File: config.mk
export PLATFORM = sky130hd
export DESIGN_NAME = gcol_axis
export DESIGN_NICKNAME = d
export VERILOG_FILES = /design/src/rtl/gcol_pkg.sv /design/src/rtl/gcol_axis.sv
export SDC_FILE = /design/constraint.sdc
export NUM_CORES = 2
export LEC_CHECK = 0
export BUFFER_PORTS_ARGS = -buffer_cell sky130_fd_sc_hd__buf_2
export CORE_AREA = 5 5 271 537
export DETAILED_ROUTE_END_ITERATION = 8
export DIE_AREA = 0 0 276 542
export MAX_ROUTING_LAYER = met4
export PLACE_DENSITY = 0.78
export SLEW_MARGIN = 10
export SYNTH_ARGS = -nofsm -noshare
export SYNTH_HDL_FRONTEND = slang
export SYNTH_SLANG_ARGS = --single-unit
File: constraint.sdc
create_clock -name i_clk -period 12.7 [get_ports i_clk]
set_input_delay 2.54 -clock i_clk [delete_from_list [all_inputs] [get_ports i_clk]]
set_output_delay 2.54 -clock i_clk [all_outputs]
set_load 0.03 [all_outputs]
File: src/rtl/gcol_pkg.sv
// ----------------------------------------------------------------------------
// gcol_pkg
// Shared types and constants for the grid cell owner lookup core.
// ----------------------------------------------------------------------------
`default_nettype none
package gcol_pkg;
    localparam int MAX_GRID_DEF      = 16;
    localparam int OWNER_ENTRIES_DEF = 4096;

    localparam logic [1:0] MODE_LOOKUP = 2'd0;
    localparam logic [1:0] MODE_SPLIT  = 2'd1;
    localparam logic [1:0] MODE_OWNER  = 2'd2;
    localparam logic [1:0] MODE_BOX    = 2'd3;

    localparam logic [2:0] REG_GRID_X     = 3'd0;
    localparam logic [2:0] REG_GRID_Y     = 3'd1;
    localparam logic [2:0] REG_GRID_Z     = 3'd2;
    localparam logic [2:0] REG_NONUNIFORM = 3'd3;
    localparam logic [2:0] REG_FRACTIONAL = 3'd4;

    typedef struct packed {
        logic [1:0]         mode;
        logic signed [31:0] coord_x;
        logic signed [31:0] coord_y;
        logic signed [31:0] coord_z;
        logic [1:0]         axis;
        logic [11:0]        entry_index;
        logic signed [31:0] entry_value;
        logic [31:0]        inverse_length;
    } t_in_item;

    typedef struct packed {
        logic [11:0] owner;
        logic [3:0]  cell_x;
        logic [3:0]  cell_y;
        logic [3:0]  cell_z;
    } t_out_item;
endpackage
`default_nettype wire

File: src/rtl/gcol_axis.sv
// ----------------------------------------------------------------------------
// gcol_axis
// One axis: fraction, then uniform scaling or split point bisection, pipelined.
// Stage 1: diff and product. Stage 2: fraction. Stage 3..: cell.
// All split points are compared in stage 3; bisection works on the compare bits.
// ----------------------------------------------------------------------------
`default_nettype none
module gcol_axis #(
    parameter int MAX_GRID = gcol_pkg::MAX_GRID_DEF,
    localparam int CW = $clog2(MAX_GRID + 1),
    localparam int SW = $clog2(MAX_GRID + 1)
) (
    input  wire                 i_clk,
    input  wire                 i_nonuni,
    input  wire                 i_frac_mode,
    input  wire [CW-1:0]        i_grid,
    input  wire signed [31:0]   i_origin,
    input  wire [31:0]          i_inv,
    input  wire                 i_split_we,
    input  wire [SW-1:0]        i_split_idx,
    input  wire signed [31:0]   i_split_val,
    input  wire signed [31:0]   i_coord,
    output logic [CW-1:0]       o_cell
);
    localparam int STEPS = (MAX_GRID > 1) ? $clog2(MAX_GRID) : 1;

    // split point registers, all compared in stage 3
    logic signed [31:0] r_split [MAX_GRID+1];
    always_ff @(posedge i_clk) begin
        if (i_split_we) begin
            r_split[i_split_idx] <= i_split_val;
        end
    end

    // stage 1: magnitude of difference times inverse length
    logic signed [32:0] w_diff;
    logic [32:0]        w_mag;
    logic [64:0]        r_prod;
    logic               r_neg1, r_fm1;
    logic signed [31:0] r_coord1;
    assign w_diff = 33'(i_coord) - 33'(i_origin);
    assign w_mag  = w_diff[32] ? 33'(-w_diff) : w_diff;
    always_ff @(posedge i_clk) begin
        r_prod   <= 65'(w_mag) * 65'(i_inv);
        r_neg1   <= w_diff[32];
        r_fm1    <= i_frac_mode;
        r_coord1 <= i_coord;
    end

    // stage 2: round toward minus infinity and saturate, or pass the coordinate in fractional mode
    logic [40:0]        w_q;
    logic signed [31:0] n_frac, r_frac;
    assign w_q = r_neg1 ? 41'((r_prod + 65'h00FFFFFF) >> 24) : 41'(r_prod >> 24);
    always_comb begin
        if (r_fm1) begin
            n_frac = r_coord1;
        end else if (r_neg1) begin
            n_frac = (w_q > 41'h080000000) ? 32'sh80000000 : 32'(-w_q);
        end else begin
            n_frac = (w_q > 41'h07FFFFFFF) ? 32'sh7FFFFFFF : w_q[31:0];
        end
    end
    always_ff @(posedge i_clk) begin
        r_frac <= n_frac;
    end

    // stage 3: split compares, uniform cell and search bounds
    logic [CW-1:0]      w_last;
    logic [CW+31:0]     w_scaled;
    logic [CW+15:0]     w_ucell;
    logic [CW-1:0]      n_uni;
    logic [MAX_GRID:0]  w_ge;
    logic [CW-1:0]      r_lo [STEPS+1];
    logic [CW-1:0]      r_hi [STEPS+1];
    logic               r_done [STEPS+1];
    logic [MAX_GRID:0]  r_ge [STEPS+1];
    assign w_last   = i_grid - CW'(1);
    assign w_scaled = (CW+32)'(i_grid) * (CW+32)'($unsigned(r_frac));
    assign w_ucell  = w_scaled[CW+31:16];
    always_comb begin
        for (int i = 0; i <= MAX_GRID; i++) begin
            w_ge[i] = (r_frac >= r_split[i]);
        end
    end
    always_comb begin
        if (r_frac[31]) begin
            n_uni = '0;
        end else if (w_ucell >= (CW+16)'(i_grid)) begin
            n_uni = w_last;
        end else begin
            n_uni = w_ucell[CW-1:0];
        end
    end
    always_ff @(posedge i_clk) begin
        r_ge[0] <= w_ge;
        if (!i_nonuni) begin
            r_done[0] <= 1'b1;
            r_lo[0]   <= n_uni;
            r_hi[0]   <= n_uni;
        end else if (!w_ge[0]) begin
            r_done[0] <= 1'b1;
            r_lo[0]   <= '0;
            r_hi[0]   <= '0;
        end else if (w_ge[w_last]) begin
            r_done[0] <= 1'b1;
            r_lo[0]   <= w_last;
            r_hi[0]   <= w_last;
        end else begin
            r_done[0] <= 1'b0;
            r_lo[0]   <= '0;
            r_hi[0]   <= w_last;
        end
    end

    // bisection stages, one halving per stage
    for (genvar k = 0; k < STEPS; k++) begin : g_step
        logic [CW-1:0] w_mid;
        assign w_mid = CW'(({1'b0, r_lo[k]} + {1'b0, r_hi[k]}) >> 1);
        always_ff @(posedge i_clk) begin
            r_ge[k+1]   <= r_ge[k];
            r_done[k+1] <= r_done[k];
            r_lo[k+1]   <= r_lo[k];
            r_hi[k+1]   <= r_hi[k];
            if (!r_done[k] && (r_lo[k] + CW'(1) < r_hi[k])) begin
                if (!r_ge[k][w_mid]) begin
                    r_hi[k+1] <= w_mid;
                end else begin
                    r_lo[k+1] <= w_mid;
                end
            end
        end
    end

    // final: done carries lo, else midpoint of adjacent pair
    logic [CW-1:0] w_fmid;
    assign w_fmid = CW'(({1'b0, r_lo[STEPS]} + {1'b0, r_hi[STEPS]}) >> 1);
    assign o_cell = r_done[STEPS] ? r_lo[STEPS] : w_fmid;
endmodule
`default_nettype wire

* Word level (Yosys, flattened, before mapping)
Memory sizes are Yosys's and may differ from the RTL's.
Index checks and enable logic that the tools add are counted.
** Cells by class
- Add/sub/neg operators :: 14
- Multiply operators :: 2
- Div/mod/pow operators :: 0
- Order comparisons :: 29
- Eq/ne operators :: 0
- Shifts and indexed selects :: 0
- Mux-type cells :: 74
- Bitwise gates (word level) :: 17
- Reduce and logical (&&, ||, !) cells :: 8
** Operator list (number)
- 32-bit greater-or-equal comparator :: 17
- 32-bit two-way mux :: 4
- 5-bit two-way mux :: 17
- 65-bit by 24-bit adder with 65-bit output (second input constant) :: 1
- 33-bit by 32-bit multiplier with 65-bit output :: 1
- 1-bit two-way mux :: 46
- 41-bit by 31-bit greater-than comparator with 1-bit output (second input constant) :: 1
- 41-bit by 32-bit greater-than comparator with 1-bit output (second input constant) :: 1
- 41-bit two-way mux :: 1
- 5-bit by 32-bit multiplier with 37-bit output :: 1
- 33-bit two-way mux :: 1
- 33-bit negation :: 1
- 32-bit by 32-bit subtractor with 33-bit output :: 1
- 32-bit negation :: 1
- 5-bit by 5-bit adder with 6-bit output :: 5
- 5-bit by 6-bit less-than comparator with 1-bit output (second input constant) :: 5
- 1-bit binary-select mux with 5-bit select :: 5
- 21-bit by 5-bit greater-or-equal comparator with 1-bit output :: 1
- 5-bit by 1-bit adder with 5-bit output (second input constant) :: 4
- 5-bit less-than comparator :: 4
- 1-bit bitwise OR :: 9
- 1-bit bitwise OR (first input constant) :: 8
- 5-bit by 1-bit subtractor with 5-bit output (second input constant) :: 1
- 1-bit logical AND :: 4
- 1-bit zero test :: 4
** Storage, ports and cells
- Register bits after elaboration :: 131
- Latch bits :: 0
- Memory bits (writable) :: 684
- Memory bits (read-only) :: 0
- Input port bits :: 142
- Output and inout port bits :: 5
- Logic and storage cells :: 154
- Memories kept :: 5
** Memory list
- r_split :: words 17, bits a word 32, rd ports 17, clocked after memory_dff 0, write ports 1, line gcol_axis.sv:28 : logic signed [31:0] r_split [MAX_GRID+1];
- r_ge :: words 5, bits a word 17, rd ports 4, clocked after memory_dff 0, write ports 5, line gcol_axis.sv:76 : logic [MAX_GRID:0] r_ge [STEPS+1];
- r_hi :: words 5, bits a word 5, rd ports 5, clocked after memory_dff 0, write ports 5, line gcol_axis.sv:74 : logic [CW-1:0] r_hi [STEPS+1];
- r_lo :: words 5, bits a word 5, rd ports 5, clocked after memory_dff 0, write ports 5, line gcol_axis.sv:73 : logic [CW-1:0] r_lo [STEPS+1];
- r_done :: words 5, bits a word 1, rd ports 5, clocked after memory_dff 0, write ports 5, line gcol_axis.sv:75 : logic r_done [STEPS+1];

* Logic depth before layout (Yosys ltp)
- Depth after elaboration :: 9
- Mapped depth :: 48
- Gate-level depth less buffers :: 45

* Worst setup path after synthesis
OpenSTA, ideal clock, no wires.
- Kind :: input to register
- From :: input i_coord[0]
- To :: register r_prod[64]
- Setup time :: 72 ps
- Arrival :: 13355 ps
- Required time :: 12628 ps
- Slack :: -727 ps
- Cell stages on the path :: 42
- Path buffers :: 2
- Path through :: inv_1 -> ha_1 -> fa_1 -> nand2b_1 -> a21boi_1 -> o21a_1 -> o21a_1 -> nor2_4 -> mux2i_1 -> a2111o_1 -> or4_4 -> or3_4 -> o41ai_2 -> xnor2_1 -> buf_2 -> nand2_1 -> fa_1 -> inv_1 -> (+6 left out) -> fa_1 -> fa_1 -> inv_1 -> fa_1 -> inv_1 -> ha_1 -> clkbuf_1 -> a21oi_1 -> o21ai_0 -> or3_1 -> o21ai_0 -> a311oi_1 -> a2111o_1 -> a21o_1 -> and3_1 -> or2_2 -> a211oi_1 -> xnor2_1
** Between the ends
- Word-level cells in the longest chain between the ends :: 4
** RTL lines
- start, declared :: line gcol_axis.sv:22 : input wire signed [31:0] i_coord,
- 32-bit by 32-bit subtractor with 33-bit output (*) :: line gcol_axis.sv:41 : assign w_diff = 33'(i_coord) - 33'(i_origin);
- 33-bit negation :: line gcol_axis.sv:42 : assign w_mag = w_diff[32] ? 33'(-w_diff) : w_diff;
- 33-bit two-way mux (*) :: line gcol_axis.sv:42
- 33-bit by 32-bit multiplier with 65-bit output (*) :: line gcol_axis.sv:44 : r_prod <= 65'(w_mag) * 65'(i_inv);
- end signal, assigned :: line gcol_axis.sv:44
- end, declared :: line gcol_axis.sv:38 : logic [64:0] r_prod;
Mark *: on every way between the ends. The rest lies on a longest branch, timed or not.

* Final worst setup path
- From :: input i_coord[0]
- To :: register r_prod[62]
Same word-level chain as after synthesis.

==> results_dict.tcl <==
set metrics [dict create \
    status "finished, violations left" \
    violations "setup timing" \
    synth_warnings 0 \
    rr_startpoint "r_frac[6]$_DFF_P_" \
    root_buffer "clkbuf_16" \
    synth-edff-count 555 \
    hold_path_depth 0 \
    clockBufferDepth 3 \
    num-fill-cells 10980 \
    endpoint_kind "flop" \
    worstSkewPairLatency_ns 0.68 \
    die_h_um 542 \
    die_w_um 276 \
    nets 11030 \
    cts_tree "yes" \
    relSlewSlack_pct 7.071 \
    start_util_pct 58.39 \
    final_common_cell "inv_1" \
    routed_wl_um 260700 \
    grt_pass1_vias 71430 \
    r2r.worst_path.cells 25 \
    viasPerCell 5.936 \
    synth.distinct_cells 88 \
    max_cap_viol_count 0 \
    fin_ws_ns -0.1550 \
    crit_path_end "r_prod[62]$_DFF_P_" \
    path_delay_family "adder cells" \
    setup_viol 7 \
    ys_ff_latch 798 \
    wire_per_inst_um 23.95 \
    fin_util_pct 66.40 \
    cts_buffers 69 \
    slowest_stage "fa_1" \
    cp.required_ns 13.28 \
    drive_gt1_share_pct 13.14 \
    grt_pass1_wl_um 397200 \
    worst-r2r-setup-slack_ns 5.08 \
    groute.usage.overall_pct 35.72 \
    critPathMaxFanout 5 \
    finalCriticalPeriod_ns 12.85 \
    arrival_ns 13.43 \
    path_buf_inv 12 \
    syn_avg_cell_area_um2 9.828 \
    synth_area_leaders "fa_1, edfxtp_1, ha_1" \
    syn_to_final_growth_pct 13.72 \
    place.gp.congestion 1.025 \
    clock.fmax_mhz 77.79 \
    skew_ns 0.02877 \
    hold_viol 0 \
    async_reset_ff_share_pct 0 \
    core_region_area_um2 141000 \
    yosysTopAreaCell "fa_1" \
    drtIter0Drc 4092 \
    regToRegEndpoint "r_hi[0][1]$_DFFE_PP_" \
    ioPinCount 147 \
    yosysSeqAreaShare_pct 26.15 \
    overflow 0 \
    fin_crit_sh_pct 101.2 \
    firstDrtPassIters 6 \
    post-route-drc-count 0 \
    dieArea_um2 149600 \
    cp_common_cell "fa_1" \
    cts.htree.levels 3 \
    antenna_found_initial 18 \
    numPortBuffers 146 \
    clock_sinks 798 \
    cts_hold_buf 0 \
    grt_max_degree 44 \
    clk_pin_slew_ns 0.08 \
    num_vias 64610 \
    ant_nets 0 \
    grt_setup_unrepaired "true" \
    worstSetupStartpointType "primary input" \
    syn_inst 8378 \
    cp.depth 45 \
    slowest_delay_ns 0.58 \
    place_hpwl_um 207600 \
    ys.flop_type "edfxtp_1" \
    startpoint "i_coord[0]" \
    tightest_slew_ns 1.389 \
    synth_top_area_share_pct 24.82 \
    drv_slew 0 \
    crit_type "primary input to flop" \
    syn_area_um2 82340 \
    hold_class "flop to flop" \
    rows 195 \
    mostFrequentLayoutCells "inv_1, fa_1, ha_1" \
]
-- cells by family after synthesis --
group           count (synthesis)  synth area share [%]
simple gates                 2208                 13.61
flops                         798                 26.15
xor+xnor                      198                 2.106
fa+ha+maj                    1953                 38.99
compound gates               1100                 8.595
buf+inv                      2052                 9.382
other cells                     1              0.004554
mux                            68                 1.164
-- registers in the layout, summed over array words and instances, names as in the netlist --
name / flops
r_coord1: 32
r_done: 5
r_fm1: 1
r_frac: 32
r_ge: 68
r_hi: 25
r_lo: 25
r_neg1: 1
r_prod: 65
r_split: 544
-- worst reg2reg max path, delay by kind of cell, from the launching register on --
kind | cells | cell delay [ns]
buffers and inverters | 2 | 0.49
muxes | 1 | 0.39
DFF | 1 | 0.31
xor gates and xnor gates | 1 | 0.36
AOI/OAI and AO/OA | 9 | 1.69
and+or+nand+nor | 7 | 1.90
adders and majority gates | 5 | 2.24
-- timing repair --
action / 4_1_cts / 5_1_grt
endpoints found under the hold margin: 0 / 0
buffers inserted: 27 / 48
resized for setup: 77 / 173
gates cloned: 0 / 1
pin swaps: 53 / 162
setup endpoints to repair: 28 / 26
-- cells in the mapped netlist, drive strengths merged (45+ instances only) --
cell type	n
nand4	145
xor2	65
clkbuf	265
a21oi	343
nand2b	45
nor2	197
dfxtp	243
nor3	62
a21o	240
ha	932
fa	1021
edfxtp	555
nor2b	96
nand3	102
xnor2	133
and2	555
inv	1763
nand2	828
o21ai	201
-- cell type report --
class                           count  area (um^2)  area share, %
Antenna cell                       19        47.55        0.05077
Tap cell                         1871         2341          2.500
Multi-Input combinational cell   5538        54670          58.38
Clock buffer                       79         1837          1.962
Timing Repair Buffer              768         5869          6.268
Inverter                         1764         6624          7.074
Sequential cell                   798        21540          23.01
Clock inverter                     47        706.9         0.7549
-- layer usage --
metal	wire, um	track usage, %
met1	76990	32.47
met2	132800	62.70
met3	17520	5.876
met4	33370	33.67
met5	0	-
-- per-stage QoR --
step / hold WS, ns / area, um^2 / TNS (ns) / std cells / setup WS [ns]
after floorplan: 0.3233 / 82580 / 0 / 8388 / 0.0009290
after global placement: 0.3318 / 89220 / -32.97 / 10670 / -1.556
after detailed placement: 0.3328 / 89220 / -36.63 / 10670 / -1.671
after CTS: 0.3412 / 92340 / -0.6476 / 10820 / -0.2080
after global routing: 0.3562 / 93630 / -3.314 / 10880 / -0.4038
final: 0.3391 / 93640 / -0.6796 / 10880 / -0.1550
-- worst min path at each step --
| stage | slack (ns) | from | end |
|---|---|---|---|
| after floorplan | 0.32 | r_ge[0][16]$_DFF_P_ | r_ge[0][33]$_DFF_P_ |
| after global routing | 0.36 | r_ge[0][12]$_DFF_P_ | r_ge[0][29]$_DFF_P_ |
| after global placement | 0.33 | r_ge[0][12]$_DFF_P_ | r_ge[0][29]$_DFF_P_ |
| after CTS | 0.34 | r_ge[0][1]$_DFF_P_ | r_ge[0][18]$_DFF_P_ |
| final | 0.34 | r_ge[0][1]$_DFF_P_ | r_ge[0][18]$_DFF_P_ |
| after detailed placement | 0.33 | r_ge[0][1]$_DFF_P_ | r_ge[0][18]$_DFF_P_ |
Power is not shown: default switching activity piles up to over one toggle a cycle in this logic, so the estimate is an artifact.
